==> config.mk <==
export PLATFORM = sky130hd
export DESIGN_NAME = c3zs_kernel
export DESIGN_NICKNAME = d
export VERILOG_FILES = /design/src/rtl/c3zs_pkg.sv /design/src/rtl/c3zs_kernel.sv
export SDC_FILE = /design/constraint.sdc
export NUM_CORES = 2
export LEC_CHECK = 0
export BUFFER_PORTS_ARGS = -buffer_cell sky130_fd_sc_hd__buf_4
export CORE_MARGIN = 1
export CORE_UTILIZATION = 42
export DETAILED_ROUTE_END_ITERATION = 7
export PLACE_DENSITY = 0.7
export SYNTH_ARGS = -nofsm -noshare
export SYNTH_HDL_FRONTEND = slang
export SYNTH_SLANG_ARGS = --single-unit
==> constraint.sdc <==
create_clock -name vclk -period 79.5
set_input_delay 23.85 -clock vclk [all_inputs]
set_output_delay 23.85 -clock vclk [all_outputs]
set_load 0.01 [all_outputs]
==> src/rtl/c3zs_pkg.sv <==
`timescale 1ns / 1ps
// Shared types and constants of the 3x3 sharpening convolution.
// No dependencies; every other file of the block but c3zs_ram uses it.
package c3zs_pkg;

  localparam int KERNEL_SIZE        = 3;
  localparam int CHANNELS           = 3;
  localparam int PIXEL_W            = 8;
  localparam int COEF_W             = 16;
  localparam int COEF_FRACTION_BITS = 8;
  localparam int PROD_W             = COEF_W + PIXEL_W + 1;
  localparam int SUM_W              = PROD_W + 4;
  localparam int HEIGHT_LIMIT       = 1024;
  localparam int DIM_W              = 11;
  localparam int COEF_ROW_W         = COEF_W * KERNEL_SIZE;
  localparam int CFG_DATA_W         = COEF_ROW_W;
  localparam int CFG_INDEX_W        = 3;
  localparam int WORD_W             = PIXEL_W * CHANNELS;

  localparam logic [PIXEL_W-1:0]    PIXEL_MAX      = 8'hFF;
  localparam logic [1:0]            GREY_CHANNELS  = 2'd1;
  localparam logic [1:0]            CH_RESET       = 2'd3;
  localparam logic [DIM_W-1:0]      WIDTH_RESET    = 11'd640;
  localparam logic [DIM_W-1:0]      HEIGHT_RESET   = 11'd480;
  localparam logic [COEF_ROW_W-1:0] COEF_MID_RESET = 48'h0000_0100_0000;

  typedef enum logic [CFG_INDEX_W-1:0] {
    CFG_CHANNEL_COUNT,
    CFG_SHARPEN_MODE,
    CFG_IMAGE_WIDTH,
    CFG_IMAGE_HEIGHT,
    CFG_COEF_TOP,
    CFG_COEF_MIDDLE,
    CFG_COEF_BOTTOM
  } cfg_index_t;

  typedef struct packed {
    logic [PIXEL_W-1:0] pixel_blue;
    logic [PIXEL_W-1:0] pixel_green;
    logic [PIXEL_W-1:0] pixel_red;
    logic               flush;
  } pix_req_t;

  typedef struct packed {
    logic [PIXEL_W-1:0] out_blue;
    logic [PIXEL_W-1:0] out_green;
    logic [PIXEL_W-1:0] out_red;
    logic               frame_end;
  } res_t;

  typedef struct packed {
    logic [1:0]                              channel_count;
    logic                                    sharpen_mode;
    logic [DIM_W-1:0]                        image_width;
    logic [DIM_W-1:0]                        image_height;
    logic [KERNEL_SIZE-1:0][COEF_ROW_W-1:0]  coef;
  } cfg_t;

  // Per-item window info: result due, which border taps are padded, last of frame.
  typedef struct packed {
    logic produce;
    logic top;
    logic bottom;
    logic left;
    logic right;
    logic last;
  } pos_info_t;

endpackage

==> src/rtl/c3zs_kernel.sv <==
`timescale 1ns / 1ps
// One channel lane: 3x3 signed Q8.8 multiply-accumulate with zero padding,
// clamp to 0..255 and optional sharpen add. Depends on c3zs_pkg.
module c3zs_kernel (
  input  logic [2:0][2:0][c3zs_pkg::PIXEL_W-1:0]                          pix,
  input  c3zs_pkg::pos_info_t                                             info,
  input  logic [c3zs_pkg::KERNEL_SIZE-1:0][c3zs_pkg::COEF_ROW_W-1:0]      coef,
  input  logic                                                            sharpen,
  input  logic                                                            enable,
  output logic [c3zs_pkg::PIXEL_W-1:0]                                    result
);

  localparam int SW = c3zs_pkg::SUM_W;
  localparam int KS = c3zs_pkg::KERNEL_SIZE;
  localparam int CW = c3zs_pkg::COEF_W;

  logic signed [SW-1:0]                  sum;
  logic signed [SW-1:0]                  shifted;
  logic signed [c3zs_pkg::PROD_W-1:0]    prod;
  logic [c3zs_pkg::PIXEL_W-1:0]          conv;
  logic [c3zs_pkg::PIXEL_W:0]            boosted;

  always_comb begin
    sum  = '0;
    prod = '0;
    for (int r = 0; r < KS; r++) begin
      for (int c = 0; c < KS; c++) begin
        if (!((r == 0 && info.top) || (r == KS - 1 && info.bottom) ||
              (c == 0 && info.left) || (c == KS - 1 && info.right))) begin
          prod = signed'(coef[r][CW*c +: CW]) * signed'({1'b0, pix[r][c]});
          sum  = sum + SW'(prod);
        end
      end
    end
  end

  always_comb begin
    shifted = sum >>> c3zs_pkg::COEF_FRACTION_BITS;
    if (sum[SW-1]) begin
      conv = '0;
    end else if (shifted > SW'(c3zs_pkg::PIXEL_MAX)) begin
      conv = c3zs_pkg::PIXEL_MAX;
    end else begin
      conv = shifted[c3zs_pkg::PIXEL_W-1:0];
    end
    boosted = {1'b0, conv} + {1'b0, pix[1][1]};
    if (!enable) begin
      result = '0;
    end else if (sharpen) begin
      result = boosted[c3zs_pkg::PIXEL_W] ? c3zs_pkg::PIXEL_MAX
                                          : boosted[c3zs_pkg::PIXEL_W-1:0];
    end else begin
      result = conv;
    end
  end

endmodule

==> reports/results.ini <==
[sta]
rsz0062_at_grt=false
fin_crit_ps=72520
finalSetupTns_ps=0
finalSetupViolCount=0
relSlewSlack_pct=22.5
tightest_slew_ps=1130
report.final.slew_viol_count=0
timing_hold_violations_final=0
post-route-period-util_pct=91.2
fmax_ghz=0.0138

[global_route]
antenna_found_initial=19
grt_use_total_pct=21.0
grt_overflow=0
grt_pass1_wl_mm=215
grt_max_degree=54
grt_pass1_vias=42700

[routing]
wire_per_inst_um=16.2
vias=39700
ant_nets=0
drt_pass1_iterations=5
drt_wl_total_mm=127
drc=0
routed_via_density=5.08
initialDrtViolationCount=2138

[synthesis]
synth_top_family_by_area=adder cells
postSynthCellCount=6050
syn-num-nets=7958
yosysWarnings=0
synth-simple-area-share_pct=17.3
yosysSeqAreaShare_pct=0
synth.cell_area_um2=51500
synth_compound_area_share_pct=9.31
muxShareOfSynthArea_pct=0.622
syn-mean-instance-area_um2=8.51
synthXorXnorAreaFrac_pct=3.20
synth_cell_type_count=88
synth_fa_ha_area_share_pct=57.4

[final_layout]
drive_gt1_share_pct=4.72
nets=8091
nFillCells=11900
multi_input_area_um2=45300
n_clock_buffer=0
area_growth_pct=6.68
regArea_um2=0
seq_cells=0

[floorplanning]
die_h_um=352
die_width_um=352
dieArea_um2=124000
start_util_pct=42.3
num_rows=128
core_um2=122000
ioPinCount=232

[flow_run]
cap_viol_max_count=0

[clock_network]
postCtsSetupBuffers=0
cts_resized=0
hold_buffers=0

[critical_path]
crit_top_cell=fa_1
cp-start-kind=primary input
arrival_ps=48670
critical_path.slowest_cell=nor3b_2
critPathCaptureType=primary output
crit_family=adder cells
slowest_delay_ps=680
crit_type=primary input to primary output
worstPathRequired_ps=55650
crit_buf_inv=11
crit_fanout=16

[outcome]
outcome=finished clean

[hold_path]
hold_path_class=primary input to primary output

[placement]
gp_congestion=0.942
io_buffer_count=230
hpwl_mm=112

==> cells by family after synthesis <==
| kind of cell | Yosys count |
|---|---|
| AND/OR/NAND/NOR | 1750 |
| XOR/XNOR | 184 |
| AO/OA/AOI/OAI | 741 |
| multiplexers | 30 |
| buffers and inverters | 1661 |
| adder cells (fa/ha/maj) | 1684 |
==> final timing paths <==
kind,from,to,cells after the start
setup / recovery,pix[0],result[2],100
hold / removal,enable,result[6],4
==> routing by layer <==
| layer | track usage (%) | vias up | wire, µm |
|---|---|---|---|
| li1 | - | 18600 | - |
| met5 | 0 | - | 224 |
| met1 | 28.1 | 20000 | 55500 |
| met2 | 36.2 | 938 | 60700 |
| met3 | 3.18 | 152 | 7760 |
| met4 | 3.42 | 36 | 2370 |
==> worst min-delay path: cells and delay by family <==
kind | cells | cell delay [ps]
buffers and inverters | 3 | 380
AOI/OAI and AO/OA | 1 | 70
==> stage by stage <==
step / cell area, µm² / utilization, % / cells / setup WS [ps] / hold WS, ps
floorplan: 51500 / - / 6050 / 11360 / 47820
global placement: 54900 / 45.1 / 7806 / 7620 / 48130
detailed placement: 54900 / 45.1 / 7806 / 7340 / 48140
CTS: 54900 / 45.1 / 7806 / 7260 / 48140
global route: 54900 / 45.1 / 7806 / 5330 / 48150
finish: 54900 / 45.1 / 7808 / 6980 / 48150
==> cell usage after synthesis (all sizes together) (7+ instances only) <==
library cell  instances  area [µm²]
a2111oi               9         104
a211o                11        96.3
a211oi               22         165
a21boi               14         109
a21o                 91         683
a21oi               220        1100
a31oi                31         194
and2                740        4630
and3                 14        87.6
buf                  15        72.6
clkbuf              100         375
fa                 1132       22700
ha                  552        6910
inv                1545        5800
mux2                 16         180
mux2i                14         140
nand2               581        2180
nand2b               30         188
nand3                33         165
nand4                14        87.6
nor2                210         788
nor2b                33         206
nor3                 42         210
o2111ai               8        70.1
o211ai               18         145
o21a                 48         360
o21ai               158         791
o21bai               24         184
o31a                  7        61.3
o31ai                13        97.6
or2                  12        75.1
or3                  20         125
xnor2               104         918
xor2                 78         683
==> cells in the final DEF, fill, tap and decap left out, drive strengths merged, types with 13 or more instances in the layout <==
| cell type | Yosys | layout |
|---|---|---|
| o211ai | 18 | 18 |
| a211oi | 22 | 22 |
| mux2i | 14 | 14 |
| o31ai | 13 | 13 |
| o21ai | 158 | 158 |
| or3 | 20 | 20 |
| nor2b | 33 | 33 |
| a31oi | 31 | 31 |
| a21boi | 14 | 14 |
| nand2 | 581 | 581 |
| nor2 | 210 | 210 |
| xor2 | 78 | 78 |
| mux2 | 16 | 16 |
| xnor2 | 104 | 104 |
| o21bai | 24 | 24 |
| a21oi | 220 | 220 |
| ha | 552 | 552 |
| o21a | 48 | 48 |
| inv | 1545 | 1545 |
| and3 | 14 | 14 |
| nand2b | 30 | 30 |
| buf | 15 | 246 |
| a21o | 91 | 91 |
| nand4 | 14 | 14 |
| and2 | 740 | 740 |
| nand3 | 33 | 33 |
| fa | 1132 | 1132 |
| nor3 | 42 | 42 |
==> final cells by class <==
type	count	area share, %
timing repair buffer	246	3.36
tap	1625	3.70
inverter	1546	10.6
antenna	2	0.00911
multi-input combinational	4389	82.4
Power is left out: the tool's default activity adds up to more than one toggle a clock period on the data nets, which glitch-free logic cannot reach.
