--- config.mk ---
export PLATFORM = sky130hd
export DESIGN_NAME = c3zs_raster
export DESIGN_NICKNAME = d
export VERILOG_FILES = /design/src/rtl/c3zs_pkg.sv /design/src/rtl/c3zs_raster.sv
export SDC_FILE = /design/constraint.sdc
export NUM_CORES = 1
export LEC_CHECK = 0
export ABC_AREA = 1
export BUFFER_PORTS_ARGS = -buffer_cell sky130_fd_sc_hd__buf_2
export CORE_ASPECT_RATIO = 0.5
export CORE_UTILIZATION = 30
export CTS_BUF_LIST = sky130_fd_sc_hd__clkbuf_4
export DETAILED_ROUTE_END_ITERATION = 12
export PLACE_DENSITY = 0.47
export SLEW_MARGIN = 20
export SYNTH_ARGS = -nofsm -noshare
export SYNTH_HDL_FRONTEND = slang
export SYNTH_SLANG_ARGS = --single-unit
--- constraint.sdc ---
create_clock -name clk -period 13.25 [get_ports clk]
set_input_delay 2.65 -clock clk [delete_from_list [all_inputs] [get_ports clk]]
set_output_delay 2.65 -clock clk [all_outputs]
set_load 0.01 [all_outputs]
--- src/rtl/c3zs_pkg.sv ---
`timescale 1ns / 1ps
// Shared types and constants of the 3x3 sharpening convolution.
// No dependencies; every other file of the block but c3zs_ram uses it.
package c3zs_pkg;

  localparam int KERNEL_SIZE        = 3;
  localparam int CHANNELS           = 3;
  localparam int PIXEL_W            = 8;
  localparam int COEF_W             = 16;
  localparam int COEF_FRACTION_BITS = 8;
  localparam int PROD_W             = COEF_W + PIXEL_W + 1;
  localparam int SUM_W              = PROD_W + 4;
  localparam int HEIGHT_LIMIT       = 1024;
  localparam int DIM_W              = 11;
  localparam int COEF_ROW_W         = COEF_W * KERNEL_SIZE;
  localparam int CFG_DATA_W         = COEF_ROW_W;
  localparam int CFG_INDEX_W        = 3;
  localparam int WORD_W             = PIXEL_W * CHANNELS;

  localparam logic [PIXEL_W-1:0]    PIXEL_MAX      = 8'hFF;
  localparam logic [1:0]            GREY_CHANNELS  = 2'd1;
  localparam logic [1:0]            CH_RESET       = 2'd3;
  localparam logic [DIM_W-1:0]      WIDTH_RESET    = 11'd640;
  localparam logic [DIM_W-1:0]      HEIGHT_RESET   = 11'd480;
  localparam logic [COEF_ROW_W-1:0] COEF_MID_RESET = 48'h0000_0100_0000;

  typedef enum logic [CFG_INDEX_W-1:0] {
    CFG_CHANNEL_COUNT,
    CFG_SHARPEN_MODE,
    CFG_IMAGE_WIDTH,
    CFG_IMAGE_HEIGHT,
    CFG_COEF_TOP,
    CFG_COEF_MIDDLE,
    CFG_COEF_BOTTOM
  } cfg_index_t;

  typedef struct packed {
    logic [PIXEL_W-1:0] pixel_blue;
    logic [PIXEL_W-1:0] pixel_green;
    logic [PIXEL_W-1:0] pixel_red;
    logic               flush;
  } pix_req_t;

  typedef struct packed {
    logic [PIXEL_W-1:0] out_blue;
    logic [PIXEL_W-1:0] out_green;
    logic [PIXEL_W-1:0] out_red;
    logic               frame_end;
  } res_t;

  typedef struct packed {
    logic [1:0]                              channel_count;
    logic                                    sharpen_mode;
    logic [DIM_W-1:0]                        image_width;
    logic [DIM_W-1:0]                        image_height;
    logic [KERNEL_SIZE-1:0][COEF_ROW_W-1:0]  coef;
  } cfg_t;

  // Per-item window info: result due, which border taps are padded, last of frame.
  typedef struct packed {
    logic produce;
    logic top;
    logic bottom;
    logic left;
    logic right;
    logic last;
  } pos_info_t;

endpackage

--- src/rtl/c3zs_raster.sv ---
`timescale 1ns / 1ps
// Raster position tracker: column/row counters, line store address and
// border/output flags for each request. Depends on c3zs_pkg.
module c3zs_raster #(
  parameter int MAX_WIDTH = 1024
) (
  input  logic                              clk,
  input  logic                              rst_n,
  input  logic                              acc,
  input  logic [c3zs_pkg::DIM_W-1:0]        image_width,
  input  logic [c3zs_pkg::DIM_W-1:0]        image_height,
  output logic [$clog2(MAX_WIDTH)-1:0]      rd_addr,
  output c3zs_pkg::pos_info_t               info
);

  localparam int CB = $clog2(MAX_WIDTH);
  localparam int XW = CB + 1;
  localparam int DW = c3zs_pkg::DIM_W;

  logic [CB-1:0] col_r, col_nxt, col_n;
  logic [DW-1:0] row_r, row_nxt, row_n;
  logic [XW-1:0] w_eff, col_inc;
  logic [DW-1:0] h_eff, h1;
  logic          col_zero;

  always_comb begin
    if (image_width == '0) begin
      w_eff = XW'(1);
    end else if (int'(image_width) > MAX_WIDTH) begin
      w_eff = XW'(MAX_WIDTH);
    end else begin
      w_eff = XW'(image_width);
    end
    if (image_height == '0) begin
      h_eff = DW'(1);
    end else if (int'(image_height) > c3zs_pkg::HEIGHT_LIMIT) begin
      h_eff = DW'(c3zs_pkg::HEIGHT_LIMIT);
    end else begin
      h_eff = image_height;
    end
    h1 = h_eff + DW'(1);
  end

  // a column at or past the width ends the row
  always_comb begin
    if ({1'b0, col_r} >= w_eff) begin
      col_n = '0;
      row_n = row_r + DW'(1);
    end else begin
      col_n = col_r;
      row_n = row_r;
    end
    col_zero = (col_n == '0);
  end

  // result pixel sits one row and one column behind the request
  always_comb begin
    if (col_zero) begin
      info.produce = (row_n >= DW'(2)) && (row_n <= h1);
      info.top     = (row_n == DW'(2));
      info.bottom  = (row_n == h1);
      info.left    = (w_eff == XW'(1));
      info.right   = 1'b1;
      info.last    = (row_n == h1);
    end else begin
      info.produce = (row_n >= DW'(1)) && (row_n <= h_eff);
      info.top     = (row_n == DW'(1));
      info.bottom  = (row_n == h_eff);
      info.left    = (col_n == CB'(1));
      info.right   = 1'b0;
      info.last    = 1'b0;
    end
  end

  always_comb begin
    col_inc = {1'b0, col_n} + XW'(1);
    if (row_n >= h1) begin
      col_nxt = '0;
      row_nxt = '0;
    end else if (col_inc >= w_eff) begin
      col_nxt = '0;
      row_nxt = row_n + DW'(1);
    end else begin
      col_nxt = col_inc[CB-1:0];
      row_nxt = row_n;
    end
  end

  always_ff @(posedge clk) begin
    if (!rst_n) begin
      col_r <= '0;
      row_r <= '0;
    end else if (acc) begin
      col_r <= col_nxt;
      row_r <= row_nxt;
    end
  end

  assign rd_addr = col_n;

endmodule

==> metrics.cfg <==
[run_status]
outcome = complete, no violations

[detailed_routing]
wl_per_cell_um = 12.8
drtAntennaViolNets = 0
finalWirelength_mm = 9.33
routed_via_density = 4.69
first_pass_iters = 5
dr_total_vias = 3425
drt_drc_violations_left = 0
drt_iter0_markers = 146

[floorplanning]
die_h_um = 76.6
die_outline_area_um2 = 11600
dieWidth_um = 151
floorplan.core_area_um2 = 10500
ios = 41
start_util_pct = 31.8
placement_rows = 26

[finish]
area_growth_syn_to_layout_pct = 10.3
finalCoreUtilization_pct = 35.1
finalNetCount = 666
layout_common_cells = sky130_fd_sc_hd__nand2_1, sky130_fd_sc_hd__inv_1, sky130_fd_sc_hd__ha_1
final.fill_count = 1183
drive_gt1_share_pct = 14.2
final_common_cell = sky130_fd_sc_hd__nand2_1
antenna_cells = 0

[power_and_ir_drop]
irDropWorstVdd_uv = 34.2
design_power_total_uw = 213
power.static_leakage_nw = 1.84
power_density_nw_per_um2 = 57.8

[logic_synthesis]
netlist_area_um2 = 3340
synth_largest_type_area_fraction_pct = 18.7
synth-edff-count = 0
synth.net_count = 630
yosysSeqAreaShare_pct = 12.6
synthesis.area_per_instance_um2 = 6.02
synthesis.instances = 555
synth.distinct_cells = 36
post-synth-top-area-cell = sky130_fd_sc_hd__ha_1
synth.area.top_cells = sky130_fd_sc_hd__ha_1, sky130_fd_sc_hd__nand2_1, sky130_fd_sc_hd__dfxtp_1
ys_dominant_reg_cell = sky130_fd_sc_hd__dfxtp_1
yosys_register_bits = 21
postSynth.asyncResetShare_pct = 0
ys.warnings.count = 0

[critical_path]
critPathCaptureType = output pin
critical_path.startpoint_type = primary input
crit_arrival_ps = 6540
worst_setup_sp = image_width[6]
cp.required_ps = 10600
path_class = primary input to output pin
worst-path-max-fanout = 21
rr_startpoint = col_r[4]$_SDFFE_PN0P_

[clock_network]
cts.repair_timing.setup_buffer_count = 0
post_cts_resize_count = 0
cts_buffer_depth = 2
clock_tree.htree_level_count = 1
cts_sinks = 21
cts-buffers-inserted = 3
cts_hold_repair.buffers = 0
cts_tree = built
clkSlewWorstSetupHoldPaths_ps = 150
clk_latency_ps = 330
cts.root.buffer_cell = sky130_fd_sc_hd__clkbuf_4

[timing]
fin_crit_sh_pct = 69.4
setup_viol = 0
max_freq_ghz = 0.109
clock_skew_ps = 15.6
max-slew-margin-rel_pct = 49.2
unrepaired_setup_endpoints_after_global_routing = false
final_period_minus_worst_setup_slack_ps = 9190
totalNegativeSetupSlack_ps = 0
report.final.hold_viol_count = 0
worst_pin_slew_ps = 761
finalMaxSlewViolations = 0
timing.hold.ws_ps = 497

[global_route]
overflow_left_after_global_routing = 0
antenna_violations_before_repair = 0
number_of_global_route_vias_before_repair = 3164
grt_pass1_wl_mm = 15.5
grt_start_max_net_pins = 22
grt_util_overall_pct = 16.8

[job]
max-cap-violations = 0

[hold_path]
timing.hold.worst.class = register to register
hold_path.startpoint = row_r[9]$_SDFFE_PN0P_

[placed_design]
detailedPlacementHpwl_mm = 7.91
port_buffers = 40
gp_routability_congestion = 0.867

==> critical path, cell delays in order <==
cell                       delay (ps)
sky130_fd_sc_hd__buf_2            100
sky130_fd_sc_hd__or2_2            280
sky130_fd_sc_hd__nor2_1           120
sky130_fd_sc_hd__nand3_1           90
sky130_fd_sc_hd__nand2_1          230
sky130_fd_sc_hd__nand2_1          150
sky130_fd_sc_hd__ha_1             310
sky130_fd_sc_hd__nand2_1           70
sky130_fd_sc_hd__nor2_1           210
sky130_fd_sc_hd__nand2_1           80
sky130_fd_sc_hd__nand2_1           70
sky130_fd_sc_hd__nand2_2          150
sky130_fd_sc_hd__nand2_4          330
sky130_fd_sc_hd__nand2_2           80
sky130_fd_sc_hd__nand2_2          180
sky130_fd_sc_hd__inv_1            100
sky130_fd_sc_hd__ha_1             310
sky130_fd_sc_hd__a21oi_1          120
sky130_fd_sc_hd__o21ai_0          130
sky130_fd_sc_hd__a221oi_1         370
sky130_fd_sc_hd__nand2_1           90
sky130_fd_sc_hd__nand2_1           80
sky130_fd_sc_hd__nand2_1           50
sky130_fd_sc_hd__nand2_1           50
sky130_fd_sc_hd__buf_2            120
==> per-layer routing <==
| layer | vias up | GRT usage [%] | wire, um |
|---|---|---|---|
| met5 | - | 0 | 0 |
| met4 | 0 | 2.50 | 72 |
| met3 | 6 | 1.68 | 287 |
| met2 | 57 | 28.5 | 4190 |
| met1 | 1489 | 23.1 | 4780 |
| li1 | 1873 | - | - |
==> power by group <==
group	internal, mW	switching (mW)	total, mW
Clock	0.0115	0.0237	0.0352
Combinational	0.0386	0.0712	0.110
Sequential	0.0654	0.00266	0.0680
==> registers in the layout, summed over array words and instances, names as in the netlist <==
signal  count
col_r      10
row_r      11
==> metrics by stage <==
stage                     setup WS, ps  cell area, um^2  instances
after floorplan                   4980             3340        555
after global placement            4120             3650        726
after detailed placement          4040             3650        726
after CTS                         4040             3680        730
after global routing              3630             3680        730
final                             4060             3680        730
==> cell type report <==
cell class | instances | area (um^2) | share of cell area, %
clock buffer | 3 | 22.5 | 0.611
tap | 140 | 175 | 4.75
sequential | 21 | 420 | 11.4
inverter | 84 | 315 | 8.56
timing repair buffer | 40 | 200 | 5.43
multi-input combinational | 441 | 2540 | 69.0
clock inverter | 1 | 7.51 | 0.204
==> logic make-up after synthesis <==
logic type,synth area share [%]
AO/OA/AOI/OAI,10.8
XOR/XNOR,3.93
adder cells (fa/ha/maj),18.7
buffers and inverters,11.3
flip-flops,12.6
AND/OR/NAND/NOR,42.7
==> cell usage after synthesis (2+ instances only) <==
cell	instances
sky130_fd_sc_hd__dfxtp_1	21
sky130_fd_sc_hd__nor2_2	11
sky130_fd_sc_hd__nand2_1	158
sky130_fd_sc_hd__nand2_4	2
sky130_fd_sc_hd__ha_1	50
sky130_fd_sc_hd__xor2_1	13
sky130_fd_sc_hd__o21ai_0	17
sky130_fd_sc_hd__inv_2	5
sky130_fd_sc_hd__a21o_1	2
sky130_fd_sc_hd__xnor2_1	2
sky130_fd_sc_hd__nand3b_1	4
sky130_fd_sc_hd__nor4_1	4
sky130_fd_sc_hd__buf_4	2
sky130_fd_sc_hd__nor3_1	9
sky130_fd_sc_hd__o21ai_1	3
sky130_fd_sc_hd__clkbuf_1	4
sky130_fd_sc_hd__clkinv_1	2
sky130_fd_sc_hd__nand4_1	12
sky130_fd_sc_hd__inv_1	77
sky130_fd_sc_hd__nor2_1	43
sky130_fd_sc_hd__nand3_1	42
sky130_fd_sc_hd__nor2_4	8
sky130_fd_sc_hd__nand2_2	9
sky130_fd_sc_hd__nor3_2	2
sky130_fd_sc_hd__a21oi_1	42
==> path summary, 6_finish.rpt <==
path / endpoint / slack [ps] / depth (start not counted)
min reg2reg: row_r[9]$_SDFFE_PN0P_ / 500 / 2
min: row_r[9]$_SDFFE_PN0P_ / 500 / 2
max reg2reg: col_r[8]$_SDFFE_PN0P_ / 8770 / 25
max: info[5] / 4060 / 25
No activity file was read; power rests on OpenSTA's default activity.
