$ cat src/rtl/c3zs_pkg.sv
`timescale 1ns / 1ps
// Shared types and constants of the 3x3 sharpening convolution.
// No dependencies; every other file of the block but c3zs_ram uses it.
package c3zs_pkg;

  localparam int KERNEL_SIZE        = 3;
  localparam int CHANNELS           = 3;
  localparam int PIXEL_W            = 8;
  localparam int COEF_W             = 16;
  localparam int COEF_FRACTION_BITS = 8;
  localparam int PROD_W             = COEF_W + PIXEL_W + 1;
  localparam int SUM_W              = PROD_W + 4;
  localparam int HEIGHT_LIMIT       = 1024;
  localparam int DIM_W              = 11;
  localparam int COEF_ROW_W         = COEF_W * KERNEL_SIZE;
  localparam int CFG_DATA_W         = COEF_ROW_W;
  localparam int CFG_INDEX_W        = 3;
  localparam int WORD_W             = PIXEL_W * CHANNELS;

  localparam logic [PIXEL_W-1:0]    PIXEL_MAX      = 8'hFF;
  localparam logic [1:0]            GREY_CHANNELS  = 2'd1;
  localparam logic [1:0]            CH_RESET       = 2'd3;
  localparam logic [DIM_W-1:0]      WIDTH_RESET    = 11'd640;
  localparam logic [DIM_W-1:0]      HEIGHT_RESET   = 11'd480;
  localparam logic [COEF_ROW_W-1:0] COEF_MID_RESET = 48'h0000_0100_0000;

  typedef enum logic [CFG_INDEX_W-1:0] {
    CFG_CHANNEL_COUNT,
    CFG_SHARPEN_MODE,
    CFG_IMAGE_WIDTH,
    CFG_IMAGE_HEIGHT,
    CFG_COEF_TOP,
    CFG_COEF_MIDDLE,
    CFG_COEF_BOTTOM
  } cfg_index_t;

  typedef struct packed {
    logic [PIXEL_W-1:0] pixel_blue;
    logic [PIXEL_W-1:0] pixel_green;
    logic [PIXEL_W-1:0] pixel_red;
    logic               flush;
  } pix_req_t;

  typedef struct packed {
    logic [PIXEL_W-1:0] out_blue;
    logic [PIXEL_W-1:0] out_green;
    logic [PIXEL_W-1:0] out_red;
    logic               frame_end;
  } res_t;

  typedef struct packed {
    logic [1:0]                              channel_count;
    logic                                    sharpen_mode;
    logic [DIM_W-1:0]                        image_width;
    logic [DIM_W-1:0]                        image_height;
    logic [KERNEL_SIZE-1:0][COEF_ROW_W-1:0]  coef;
  } cfg_t;

  // Per-item window info: result due, which border taps are padded, last of frame.
  typedef struct packed {
    logic produce;
    logic top;
    logic bottom;
    logic left;
    logic right;
    logic last;
  } pos_info_t;

endpackage

$ cat src/rtl/c3zs_cfg.sv
`timescale 1ns / 1ps
// Configuration register file written through the plain cfg write port.
// Depends on c3zs_pkg.
module c3zs_cfg (
  input  logic                                clk,
  input  logic                                rst_n,
  input  logic                                cfg_we,
  input  logic [c3zs_pkg::CFG_INDEX_W-1:0]    cfg_index,
  input  logic [c3zs_pkg::CFG_DATA_W-1:0]     cfg_data,
  output c3zs_pkg::cfg_t                      cfg
);

  c3zs_pkg::cfg_t cfg_r;
  c3zs_pkg::cfg_t cfg_nxt;

  always_comb begin
    cfg_nxt = cfg_r;
    if (cfg_we) begin
      unique case (c3zs_pkg::cfg_index_t'(cfg_index))
        c3zs_pkg::CFG_CHANNEL_COUNT: cfg_nxt.channel_count = cfg_data[1:0];
        c3zs_pkg::CFG_SHARPEN_MODE:  cfg_nxt.sharpen_mode  = cfg_data[0];
        c3zs_pkg::CFG_IMAGE_WIDTH:   cfg_nxt.image_width   = cfg_data[c3zs_pkg::DIM_W-1:0];
        c3zs_pkg::CFG_IMAGE_HEIGHT:  cfg_nxt.image_height  = cfg_data[c3zs_pkg::DIM_W-1:0];
        c3zs_pkg::CFG_COEF_TOP:      cfg_nxt.coef[0]       = cfg_data;
        c3zs_pkg::CFG_COEF_MIDDLE:   cfg_nxt.coef[1]       = cfg_data;
        c3zs_pkg::CFG_COEF_BOTTOM:   cfg_nxt.coef[2]       = cfg_data;
        default: ;
      endcase
    end
  end

  always_ff @(posedge clk) begin
    if (!rst_n) begin
      cfg_r.channel_count <= c3zs_pkg::CH_RESET;
      cfg_r.sharpen_mode  <= 1'b0;
      cfg_r.image_width   <= c3zs_pkg::WIDTH_RESET;
      cfg_r.image_height  <= c3zs_pkg::HEIGHT_RESET;
      cfg_r.coef[0]       <= '0;
      cfg_r.coef[1]       <= c3zs_pkg::COEF_MID_RESET;
      cfg_r.coef[2]       <= '0;
    end else begin
      cfg_r <= cfg_nxt;
    end
  end

  assign cfg = cfg_r;

endmodule

$ cat config.mk
export PLATFORM = sky130hd
export DESIGN_NAME = c3zs_cfg
export DESIGN_NICKNAME = d
export VERILOG_FILES = /design/src/rtl/c3zs_pkg.sv /design/src/rtl/c3zs_cfg.sv
export SDC_FILE = /design/constraint.sdc
export NUM_CORES = 1
export LEC_CHECK = 0
export ABC_CLOCK_PERIOD_IN_PS = 2550
export BUFFER_PORTS_ARGS = -buffer_cell sky130_fd_sc_hd__buf_2
export CAP_MARGIN = 15
export CORE_MARGIN = 1
export CORE_UTILIZATION = 50
export CTS_CLUSTER_SIZE = 8
export DETAILED_ROUTE_END_ITERATION = 7
export GPL_TIMING_DRIVEN = 0
export HOLD_SLACK_MARGIN = 0.05
export PLACE_DENSITY = 0.8
export RECOVER_POWER = 25
export SYNTH_ARGS = -nofsm -noshare
export SYNTH_HDL_FRONTEND = slang
export SYNTH_SLANG_ARGS = --single-unit
$ cat constraint.sdc
create_clock -name clk -period 2.55 [get_ports clk]
set_clock_uncertainty 0.15 [all_clocks]
set_input_delay 0.1275 -clock clk [delete_from_list [all_inputs] [get_ports clk]]
set_output_delay 0.1275 -clock clk [all_outputs]
set_load 0.03 [all_outputs]
==> results by group, run 1 <==
Die
  • Effective utilization at floorplan: 51.8%
  • Overall die area: 13000 um2
  • Overall die height: 114 um
  • Area inside the core boundary: 12100 um2
  • Number of primary I/O pins: 223
  • Num rows: 40
  • Width of the die: 114 um

Clock tree
  • Clock sinks: 169
  • Number of buffers between clock root and the deepest sink: 2
  • CTS Buf Count: 17
  • # H-tree levels: 4
  • Post-CTS repair timing setup buffer count: 0
  • Cell at the root of the clock tree: sky130_fd_sc_hd__clkbuf_16
  • Post-CTS Resized: 0
  • Clock latency on the worst-skew pair: 0.43 ns
  • Clock slew seen by the registers of the worst setup and hold paths: 0.07 ns
  • TritonCTS clock tree: done
  • Number of hold buffers added after cts: 54

Timing
  • Shortest clock period the worst path allows after layout: 2.04 ns
  • RSZ-0062 raised after global routing: false
  • Number of endpoints with negative hold slack in the final report: 0
  • Final period utilization: 80.1%
  • Setup WS post-layout: 0.508 ns
  • Worst-case headroom to the max-slew limit: 53.6%
  • Upper clock frequency limit: 0.490 GHz
  • Final-report setup violation count: 0
  • Max-slew violations: 0
  • Actual slew at the worst max-slew pin: 0.686 ns
  • Setup TNS: 0 ns

Route
  • Average wire length per cell after detail routing: 16.5 um
  • DRT Pass-1 Iters: 5
  • First DRT Iteration DRCs: 285
  • Number of design rule violations left after detail routing: 0
  • Number of vias after detailed routing: 5484
  • Via count normalized by instance count: 5.04
  • Antenna-violating nets left: 0
  • Detailed-route wire length: 18.0 mm

Finish
  • Synth-to-layout area growth: 38.8%
  • Max FFs per register: 169
  • Fraction of final layout cells with drive strength greater than 1: 20.6%
  • Total number of nets in the final design: 962
  • Finished Cell Area: 8710 um2
  • Number of antenna repair diodes: 0

Setup path
  • Data arrival time at the worst-slack endpoint: 2.27 ns
  • Data required, critical path: 2.78 ns
  • Worst setup path category: input port to register
  • Worst setup EP type: register
  • Top fanout value on the critical path: 8
  • CP Launch Type: input port
  • Depth of the worst register-to-register path: 3

Yosys
  • Sequential-to-total area share from yosys stat: 53.9%
  • Synth unique cells: 16
  • Register bit total from synthesis: 169
  • Cell area after synthesis: 6280 um2
  • Net Count, Synth: 670
  • Synth Instances: 616
  • Post-synthesis average cell area: 10.2 um2
  • Count of yosys warnings during synthesis: 0

Hold path
  • Path class of the lowest-slack min-delay path: input port to register
  • Cell count of the worst hold path: 4

Run status
  • Outcome: finished, final reports clean

GRT
  • Global-route wire length before repair: 27.3 mm
  • Initial antenna violation count: 0
  • GRT Overall Usage: 27.7%
  • Maximum number of pins on one net before global-route repair: 17
  • Overall overflow remaining after global route: 0
  • Vias in the first global route: 5399

Job
  • Max_cap viols: 0

Power and ir drop
  • Static Leakage: 4.22 nW
  • PwrDens: 721 nW/um2
  • Worst IR Drop VDD: 0.539 mV

Placement
  • Worst-case setup slack after placement: 0.818 ns
  • Count of port buffers added during placement: 219
  • Placed wire-length estimate: 11.6 mm
  • Gpl congestion: 0.840
  • Placed Instance Area: 7590 um2
-- stage by stage --
step	hold slack, ns	util, %	instances	power [mW]
2_1_floorplan	0.138	-	616	3.09
3_3_place_gp	0.252	62.6	1003	3.26
3_5_place_dp	0.264	62.6	1003	3.27
4_1_cts	0.208	72.8	1089	6.29
5_1_grt	0.270	72.0	1089	6.44
6_report	0.207	72.0	1089	6.28
-- critical path, cell delays in order --
cell	delay (ns)
sky130_fd_sc_hd__dlygate4sd3_1	0.55
sky130_fd_sc_hd__buf_2	0.16
sky130_fd_sc_hd__nor4b_1	0.64
sky130_fd_sc_hd__mux2i_1	0.24
sky130_fd_sc_hd__dlygate4sd3_1	0.55
-- worst paths after layout --
check / start / end / slack (ns)
min reg2reg: cfg[132] / cfg[132] / 0.31
max reg2reg: cfg[167] / cfg[167] / 1.22
min: rst_n / cfg[95] / 0.21
max: cfg_index[0] / cfg[167] / 0.51
-- power breakdown --
group / switching (mW) / internal (mW)
logic: 0.346 / 0.198
clock network: 1.05 / 1.96
registers: 0.0306 / 2.70
total: 1.43 / 4.85
-- cells in the final DEF (no fill, tap or decap), types with 2 or more instances in the layout --
cell                            Yosys  layout
sky130_fd_sc_hd__nand2_1          208     208
sky130_fd_sc_hd__mux2i_1          169     169
sky130_fd_sc_hd__dfxtp_1          169     169
sky130_fd_sc_hd__buf_2             13     150
sky130_fd_sc_hd__clkbuf_1          20     103
sky130_fd_sc_hd__dlygate4sd3_1      0      54
sky130_fd_sc_hd__nor2b_1           17      17
sky130_fd_sc_hd__clkbuf_16          0      17
sky130_fd_sc_hd__bufinv_16          0       7
sky130_fd_sc_hd__buf_4              6       6
sky130_fd_sc_hd__clkinv_2           0       4
sky130_fd_sc_hd__buf_1              3       3
sky130_fd_sc_hd__nor4bb_1           2       2
sky130_fd_sc_hd__buf_8              2       2
sky130_fd_sc_hd__nand4b_1           2       2
sky130_fd_sc_hd__clkinv_4           0       2
-- final cells by class --
| type | count | area (um2) |
|---|---|---|
| repair buffers | 273 | 1540 |
| flip-flops and latches | 169 | 3380 |
| clock buffers | 19 | 443 |
| multi-input cells | 402 | 2660 |
| well taps | 168 | 210 |
| fillers | 931 | 3400 |
| plain buffers | 45 | 236 |
| clock inverters | 13 | 248 |
-- synth_stat cells, drive strengths merged --
library cell / instances / share of area (%)
nor4b: 1 / 0.14
nand2: 208 / 12
nor2b: 17 / 1.7
dfxtp: 169 / 54
nor4bb: 2 / 0.32
nand4bb: 1 / 0.18
and4bb: 1 / 0.20
clkbuf: 20 / 1.2
buf: 25 / 2.6
nand4b: 2 / 0.28
and4b: 1 / 0.16
mux2i: 169 / 27
-- cells by family (layout without fill, tap and decap cells) --
logic type,count (synthesis),count (layout),share of synthesized area (%)
buf+inv,45,350,3.79
flops,169,169,53.9
mux,169,169,26.9
simple gates,233,233,15.4
-- layer usage --
layer	up-vias	share of wire (%)	GRT usage (%)
met2	200	50	48.6
met4	0	2.8	13.1
met5	-	0	0
met1	2627	41	31.2
met3	45	6.2	7.52
li1	2612	-	-
No activity file was read; power rests on OpenSTA's default activity.
==> run 2, diff against run 1 <==
- ABC_CLOCK_PERIOD_IN_PS: 2550 -> 1800
- CORE_UTILIZATION: 50 -> 45
- PLACE_DENSITY: 0.8 -> 0.76
- clock period: 2.55 -> 1.8 ns (I/O delays scaled with it)
==> results by group, run 2 (synthesis results as in run 1) <==
Run status
  • Outcome: finished, final reports clean

Setup path
  • Crit path top cell by count: sky130_fd_sc_hd__dlygate4sd3_1
  • Top fanout value on the critical path: 6 (-2)
  • CP Launch Type: input port
  • Largest stage delay on the critical path: 0.60 ns (-0.04 ns)
  • Critical path's slowest cell: sky130_fd_sc_hd__dlygate4sd3_1
  • Chain of cells forming the critical path: buf_2, dlygate4sd3_1, and4bb_1, mux2i_1, dlygate4sd3_1
  • Data required, critical path: 2.03 ns (-0.75 ns)
  • Depth of the worst register-to-register path: 3 (unchanged)
  • Worst setup EP type: register
  • Data arrival time at the worst-slack endpoint: 1.88 ns (-0.39 ns)
  • Worst setup path category: input port to register

Clock tree
  • Number of buffers between clock root and the deepest sink: 2 (unchanged)
  • Cell at the root of the clock tree: sky130_fd_sc_hd__clkbuf_16
  • # H-tree levels: 4 (unchanged)
  • Post-CTS Resized: 0 (unchanged)
  • Clock latency on the worst-skew pair: 0.43 ns (about the same)
  • TritonCTS clock tree: done
  • Clock slew seen by the registers of the worst setup and hold paths: 0.06 ns (about the same)
  • Clock sinks: 169 (unchanged)
  • CTS Buf Count: 17 (unchanged)

Die
  • Effective utilization at floorplan: 46.9% (-5.0 points)
  • Width of the die: 120 um (+5.3%)
  • Num rows: 42 (+5.0%)
  • Overall die height: 120 um (+5.3%)
  • Number of primary I/O pins: 223 (unchanged)
  • Area inside the core boundary: 13400 um2 (+11%)
  • Overall die area: 14400 um2 (+11%)

Route
  • Detailed-route wire length: 17.9 mm (about the same)
  • Number of vias after detailed routing: 5380 (-1.9%)
  • Antenna-violating nets left: 0 (unchanged)
  • Number of design rule violations left after detail routing: 0 (unchanged)
  • DRT Pass-1 Iters: 4 (-1)
  • First DRT Iteration DRCs: 224 (-21%)
  • Average wire length per cell after detail routing: 16.3 um (-0.93%)
  • Via count normalized by instance count: 4.90 (-2.8%)

Power and ir drop
  • Static Leakage: 4.55 nW (+7.9%)
  • Worst IR Drop VDD: 0.834 mV (+55%)
  • Overall power of the completed layout: 8.95 mW (+42%)
  • PwrDens: 1010 nW/um2 (+40%)

Finish
  • FF/Latch Area: 3380 um2 (unchanged)
  • Synth-to-layout area growth: 40.9%
  • Max FFs per register: 169 (unchanged)
  • Finished Cell Area: 8850 um2 (+1.5%)
  • Commonest non-fill, non-tap cell in the layout: sky130_fd_sc_hd__buf_2
  • Total number of nets in the final design: 963 (+0.10%)
  • Area of combinational cells with multiple inputs: 2660 um2 (unchanged)
  • Leading cell types in the layout, fill and taps excluded: sky130_fd_sc_hd__buf_2 (230), sky130_fd_sc_hd__nand2_1 (208), sky130_fd_sc_hd__mux2i_1 (169), sky130_fd_sc_hd__dfxtp_1 (169), sky130_fd_sc_hd__dlygate4sd3_1 (55)
  • Fraction of final layout cells with drive strength greater than 1: 29.2% (+8.5 points)
  • Fill count: 1053 (+13%)

Hold path
  • Path class of the lowest-slack min-delay path: input port to register
  • Cell count of the worst hold path: 3 (-1)

Placement
  • Count of port buffers added during placement: 219 (unchanged)
  • Placed wire-length estimate: 11.9 mm (+2.8%)
  • Placed Instance Area: 7600 um2 (+0.13%)
  • Gpl congestion: 0.776 (-7.6%)

Timing
  • Max-slew violations: 0 (unchanged)
  • Worst-case headroom to the max-slew limit: 58.8% (+5.2 points)
  • Shortest clock period the worst path allows after layout: 1.66 ns
  • Number of endpoints with negative hold slack in the final report: 0 (unchanged)
  • Actual slew at the worst max-slew pin: 0.618 ns (-0.0681 ns)
  • RSZ-0062 raised after global routing: false
  • Setup TNS: 0 ns (unchanged)
  • Final period utilization: 92.1%
  • Final-report setup violation count: 0 (unchanged)
  • Upper clock frequency limit: 0.603 GHz

GRT
  • Vias in the first global route: 5537 (+2.6%)
  • Global-route wire length before repair: 28.3 mm (+3.6%)
  • Overall overflow remaining after global route: 0 (unchanged)
  • GRT Overall Usage: 25.7% (-2.0 points)
  • Initial antenna violation count: 1 (+1)
  • Maximum number of pins on one net before global-route repair: 17 (unchanged)

Job
  • Max_cap viols: 0 (unchanged)
run 2: where the power goes:
part / leakage [nW] / total (mW) / internal [mW] / switching (mW)
Clock: 0.330 / 4.31 / 2.82 / 1.49
Sequential: 1.37 / 3.86 / 3.82 / 0.0417
Combinational: 2.85 / 0.779 / 0.292 / 0.486
run 2: path summary, 6_finish.rpt:
path,from,end,slack (ns)
setup reg to reg,cfg[168],cfg[168],0.47
hold / removal,cfg_index[1],cfg[162],0.07
hold reg to reg,cfg[166],cfg[166],0.31
setup / recovery,cfg_index[0],cfg[164],0.14
run 2: routing by layer:
metal	part of all wire [%]	track usage (%)	wire, um	up-vias
met2	49	44.1	8850	184
met4	3.3	13.0	596	0
met1	41	28.3	7410	2524
li1	-	-	-	2626
met5	0	0	0	-
met3	6.1	8.22	1090	46
run 2: cell type report:
| class | instances | share of cell area, % |
|---|---|---|
| Timing Repair Buffer | 274 | 18.6 |
| Clock buffer | 21 | 5.20 |
| Sequential cell | 169 | 38.2 |
| Multi-Input combinational cell | 402 | 30.0 |
| Antenna cell | 1 | 0.0283 |
| Clock inverter | 11 | 2.73 |
| Buffer | 45 | 2.66 |
| Tap cell | 176 | 2.49 |
run 2: per-stage QoR:
step | cells | hold slack, ns | setup WS, ns | util (%)
floorplan | 616 | 0.100 | 0.499 | -
global placement | 1011 | 0.213 | 0.121 | 56.7
detailed placement | 1011 | 0.224 | 0.118 | 56.7
CTS | 1098 | 0.0523 | 0.169 | 66.0
global route | 1099 | 0.0907 | 0.0796 | 66.0
finish | 1099 | 0.0689 | 0.142 | 66.0
run 2: critical path, delay by kind of cell:
family	cells	cell delay, ns
buffers and inverters	3	1.28
and+or+nand+nor	1	0.34
muxes	1	0.18
run 2: timing repair:
action	4_1_cts	5_1_grt
setup buffers	0	0
endpoints found under the hold margin	169	0
hold buffers	55	0
endpoints found under the setup margin	0	0
==> run 3, diff against run 2 <==
- ABC_AREA: default -> 1
- CORE_UTILIZATION: 45 -> 46
- PLACE_DENSITY: 0.76 -> 0.77
- REMOVE_ABC_BUFFERS: default -> 1
==> results by group, run 3 <==
Finish
  • Commonest non-fill, non-tap cell in the layout: sky130_fd_sc_hd__nor2_1
  • Max FFs per register: 169 (unchanged)
  • Total number of nets in the final design: 1282 (+33%)
  • Synth-to-layout area growth: 35.1%
  • Leading cell types in the layout, fill and taps excluded: sky130_fd_sc_hd__nor2_1 (322), sky130_fd_sc_hd__nand2_1 (183), sky130_fd_sc_hd__nand3_1 (171)
  • Fraction of final layout cells with drive strength greater than 1: 17.3% (-12 points)
  • Number of antenna repair diodes: 0 (-1)

Die
  • Effective utilization at floorplan: 48.0% (+1.1 points)
  • Width of the die: 123 um (+2.6%)
  • Overall die height: 123 um (+2.6%)
  • Overall die area: 15200 um2 (+5.2%)
  • Num rows: 43 (+2.4%)
  • Number of primary I/O pins: 223 (unchanged)
  • Area inside the core boundary: 14100 um2 (+5.2%)

Route
  • DRT Pass-1 Iters: 5 (+1)
  • First DRT Iteration DRCs: 523 (+130%)
  • Antenna-violating nets left: 0 (unchanged)
  • Detailed-route wire length: 19.9 mm (+11%)
  • Number of design rule violations left after detail routing: 0 (unchanged)
  • Number of vias after detailed routing: 7000 (+30%)
  • Via count normalized by instance count: 4.93 (+0.77%)
  • Average wire length per cell after detail routing: 14.0 um (-14%)

Placement
  • Count of port buffers added during placement: 222 (+1.4%)
  • Placed wire-length estimate: 11.7 mm (-1.7%)
  • Gpl congestion: 0.793 (+2.2%)
  • Worst-case setup slack after placement: 0.00514 ns (-0.113 ns)

GRT
  • GRT Overall Usage: 26.4% (+0.74 points)
  • Vias in the first global route: 6221 (+12%)
  • Initial antenna violation count: 0 (-1)
  • Overall overflow remaining after global route: 0 (unchanged)
  • Global-route wire length before repair: 31.0 mm (+9.5%)
  • Maximum number of pins on one net before global-route repair: 99 (+82)

Power and ir drop
  • PwrDens: 928 nW/um2 (-8.2%)
  • Static Leakage: 4.35 nW (-4.3%)
  • Worst IR Drop VDD: 0.734 mV (-12%)

Clock tree
  • Number of hold buffers added after cts: 69 (+25%)
  • Cell at the root of the clock tree: sky130_fd_sc_hd__clkbuf_16
  • Post-CTS Resized: 0 (unchanged)
  • Clock sinks: 169 (unchanged)
  • CTS Buf Count: 17 (unchanged)
  • Number of buffers between clock root and the deepest sink: 2 (unchanged)
  • TritonCTS clock tree: done
  • # H-tree levels: 4 (unchanged)
  • Clock slew seen by the registers of the worst setup and hold paths: 0.06 ns (about the same)
  • Clock latency on the worst-skew pair: 0.42 ns (about the same)

Setup path
  • Largest stage delay on the critical path: 0.54 ns (-0.06 ns)
  • Chain of cells forming the critical path: buf_2, inv_2, nand2_1, nor2_4, buf_12, nand2_1, nand3_1, dlygate4sd3_1
  • Critical path's slowest cell: sky130_fd_sc_hd__dlygate4sd3_1
  • CP Depth: 8 (+3)
  • Largest delay share family, worst path: buffers and inverters
  • Worst setup path category: input port to register
  • FF-to-FF setup slack: 0.51 ns (+0.04 ns)
  • CP Launch Type: input port
  • Crit path top cell by count: sky130_fd_sc_hd__nand2_1
  • Source of the worst register-to-register timing path: cfg[72]
  • Depth of the worst register-to-register path: 3 (unchanged)
  • Worst setup EP type: register
  • Top fanout value on the critical path: 32 (+26)
  • Crit path buffers/inverters: 4 (+1)
  • Data required, critical path: 2.02 ns (about the same)
  • Endpoint of the most critical register-to-register path: cfg[72]
  • Data arrival time at the worst-slack endpoint: 1.84 ns (-0.04 ns)

Yosys
  • Portion of synthesized cell area occupied by the leading cell type: 50.0% (-3.8 points)
  • Register bit total from synthesis: 169 (unchanged)
  • Most instantiated cells after synthesis: sky130_fd_sc_hd__nor2_1 (323), sky130_fd_sc_hd__nand2_1 (183), sky130_fd_sc_hd__nand3_1 (171)
  • Synth unique cells: 15 (-1)
  • Dominant cell type by area after synthesis: sky130_fd_sc_hd__dfxtp_1
  • Synth Instances: 977 (+59%)
  • Cell area after synthesis: 6760 um2 (+7.7%)
  • Sequential-to-total area share from yosys stat: 50.0% (-3.8 points)
  • Ranking of synthesized cells by area: sky130_fd_sc_hd__dfxtp_1 (50%), sky130_fd_sc_hd__nor2_1 (18%), sky130_fd_sc_hd__nand3_1 (13%), sky130_fd_sc_hd__nand2_1 (10%), sky130_fd_sc_hd__buf_2 (2.9%)
  • Count of flip-flops with a built-in enable after synthesis: 0 (unchanged)
  • Count of yosys warnings during synthesis: 0 (unchanged)
  • Fraction of registers with async set or reset after synthesis: 0% (unchanged)
  • Ys flop type: sky130_fd_sc_hd__dfxtp_1
  • Most frequently used cell type in the post-synthesis netlist: sky130_fd_sc_hd__nor2_1
  • Post-synthesis average cell area: 6.92 um2 (-32%)

Timing
  • Final period utilization: 90.1% (-2.0 points)
  • Worst Hold Margin: -0.0486 ns (-0.118 ns)
  • Upper clock frequency limit: 0.616 GHz (+2.2%)
  • Max-slew violations: 0 (unchanged)
  • Number of endpoints with negative hold slack in the final report: 41 (+41)
  • Worst-case headroom to the max-slew limit: 35.3% (-23 points)
  • Setup TNS: 0 ns (unchanged)
  • Actual slew at the worst max-slew pin: 0.968 ns (+0.350 ns)
  • Final-report setup violation count: 0 (unchanged)
  • Shortest clock period the worst path allows after layout: 1.62 ns (-0.0358 ns)
  • Setup WS post-layout: 0.178 ns (+0.0358 ns)
  • RSZ-0062 raised after global routing: false

Run status
  • Outcome: finished with violations
  • Violated checks: hold timing

Hold path
  • End point of the worst hold path: cfg[93]
  • Startpoint of the lowest-slack hold path: rst_n
  • Cell count of the worst hold path: 3 (unchanged)
  • Path class of the lowest-slack min-delay path: input port to register

Job
  • Max_cap viols: 0 (unchanged)
[run 3: changes by cell type after synthesis, sizes merged, moves of 14 or more]
cell    previous run  this run
buf               25        63
clkbuf            20         6
inv                0        54
mux2i            169         0
nand2            208       184
nand3              0       171
nor2               0       328
nor2b             17         0
[run 3: worst reg2reg max path: stages (launching register included)]
cell and delay, ns:
sky130_fd_sc_hd__dfxtp_1 0.31, sky130_fd_sc_hd__o21ai_0 0.08, sky130_fd_sc_hd__nand3_1 0.08, sky130_fd_sc_hd__dlygate4sd3_1 0.56
[run 3: layer usage]
metal  track usage [%]  wire length (um)  vias to the layer above  part of all wire, %
li1                  -                 -                     3511                    -
met5                 0                 0                        -                    0
met3              7.84              1740                       17                  8.7
met4              7.83               242                        0                  1.2
met2              43.7              9620                      296                   48
met1              33.1              8290                     3176                   42
[run 3: stage by stage]
stage	hold WS (ns)	total power, mW	area [um2]	instances	util, %
after global placement	0.157	5.08	7720	1310	54.8
after global routing	-0.0297	8.83	9130	1419	64.8
after floorplan	0.0241	4.69	6390	908	-
after detailed placement	0.184	5.11	7970	1319	56.6
final	-0.0486	8.48	9130	1419	64.8
after CTS	-0.0500	8.51	9200	1418	65.2
[run 3: final cells by class]
class	count	area, um2
multi-input combinational	685	2840
clock inverter	7	45.0
timing repair buffer	301	1950
sequential	169	3380
tap	180	225
fill	1294	4960
inverter	54	205
clock buffer	23	488
[run 3: cell families after synthesis]
group           Yosys count  synth area share (%)
simple gates            683                  41.3
flops                   169                  50.0
buf+inv                 123                  8.50
compound gates            2                 0.148
[run 3: power breakdown]
part	switching, mW	total (mW)	internal [mW]
Clock	1.44	3.33	1.89
Sequential	0.0643	3.94	3.87
Combinational	0.802	1.21	0.412
[run 3: worst max path at each step]
| stage | from | to | slack (ns) |
|---|---|---|---|
| after floorplan | cfg_index[1] | cfg[167] | -0.49 |
| after global placement | cfg_index[0] | cfg[167] | -2.48 |
| after detailed placement | cfg_index[2] | cfg[79] | 0.005 |
| after CTS | cfg_index[0] | cfg[86] | 0.07 |
| after global routing | cfg_index[2] | cfg[78] | 0.07 |
| final | cfg_index[1] | cfg[72] | 0.18 |
[run 3: what timing repair did]
item                                    4_1_cts  5_1_grt
hold endpoints to repair                    169       52
setup buffers                                 0        1
endpoints found under the setup margin        0        7
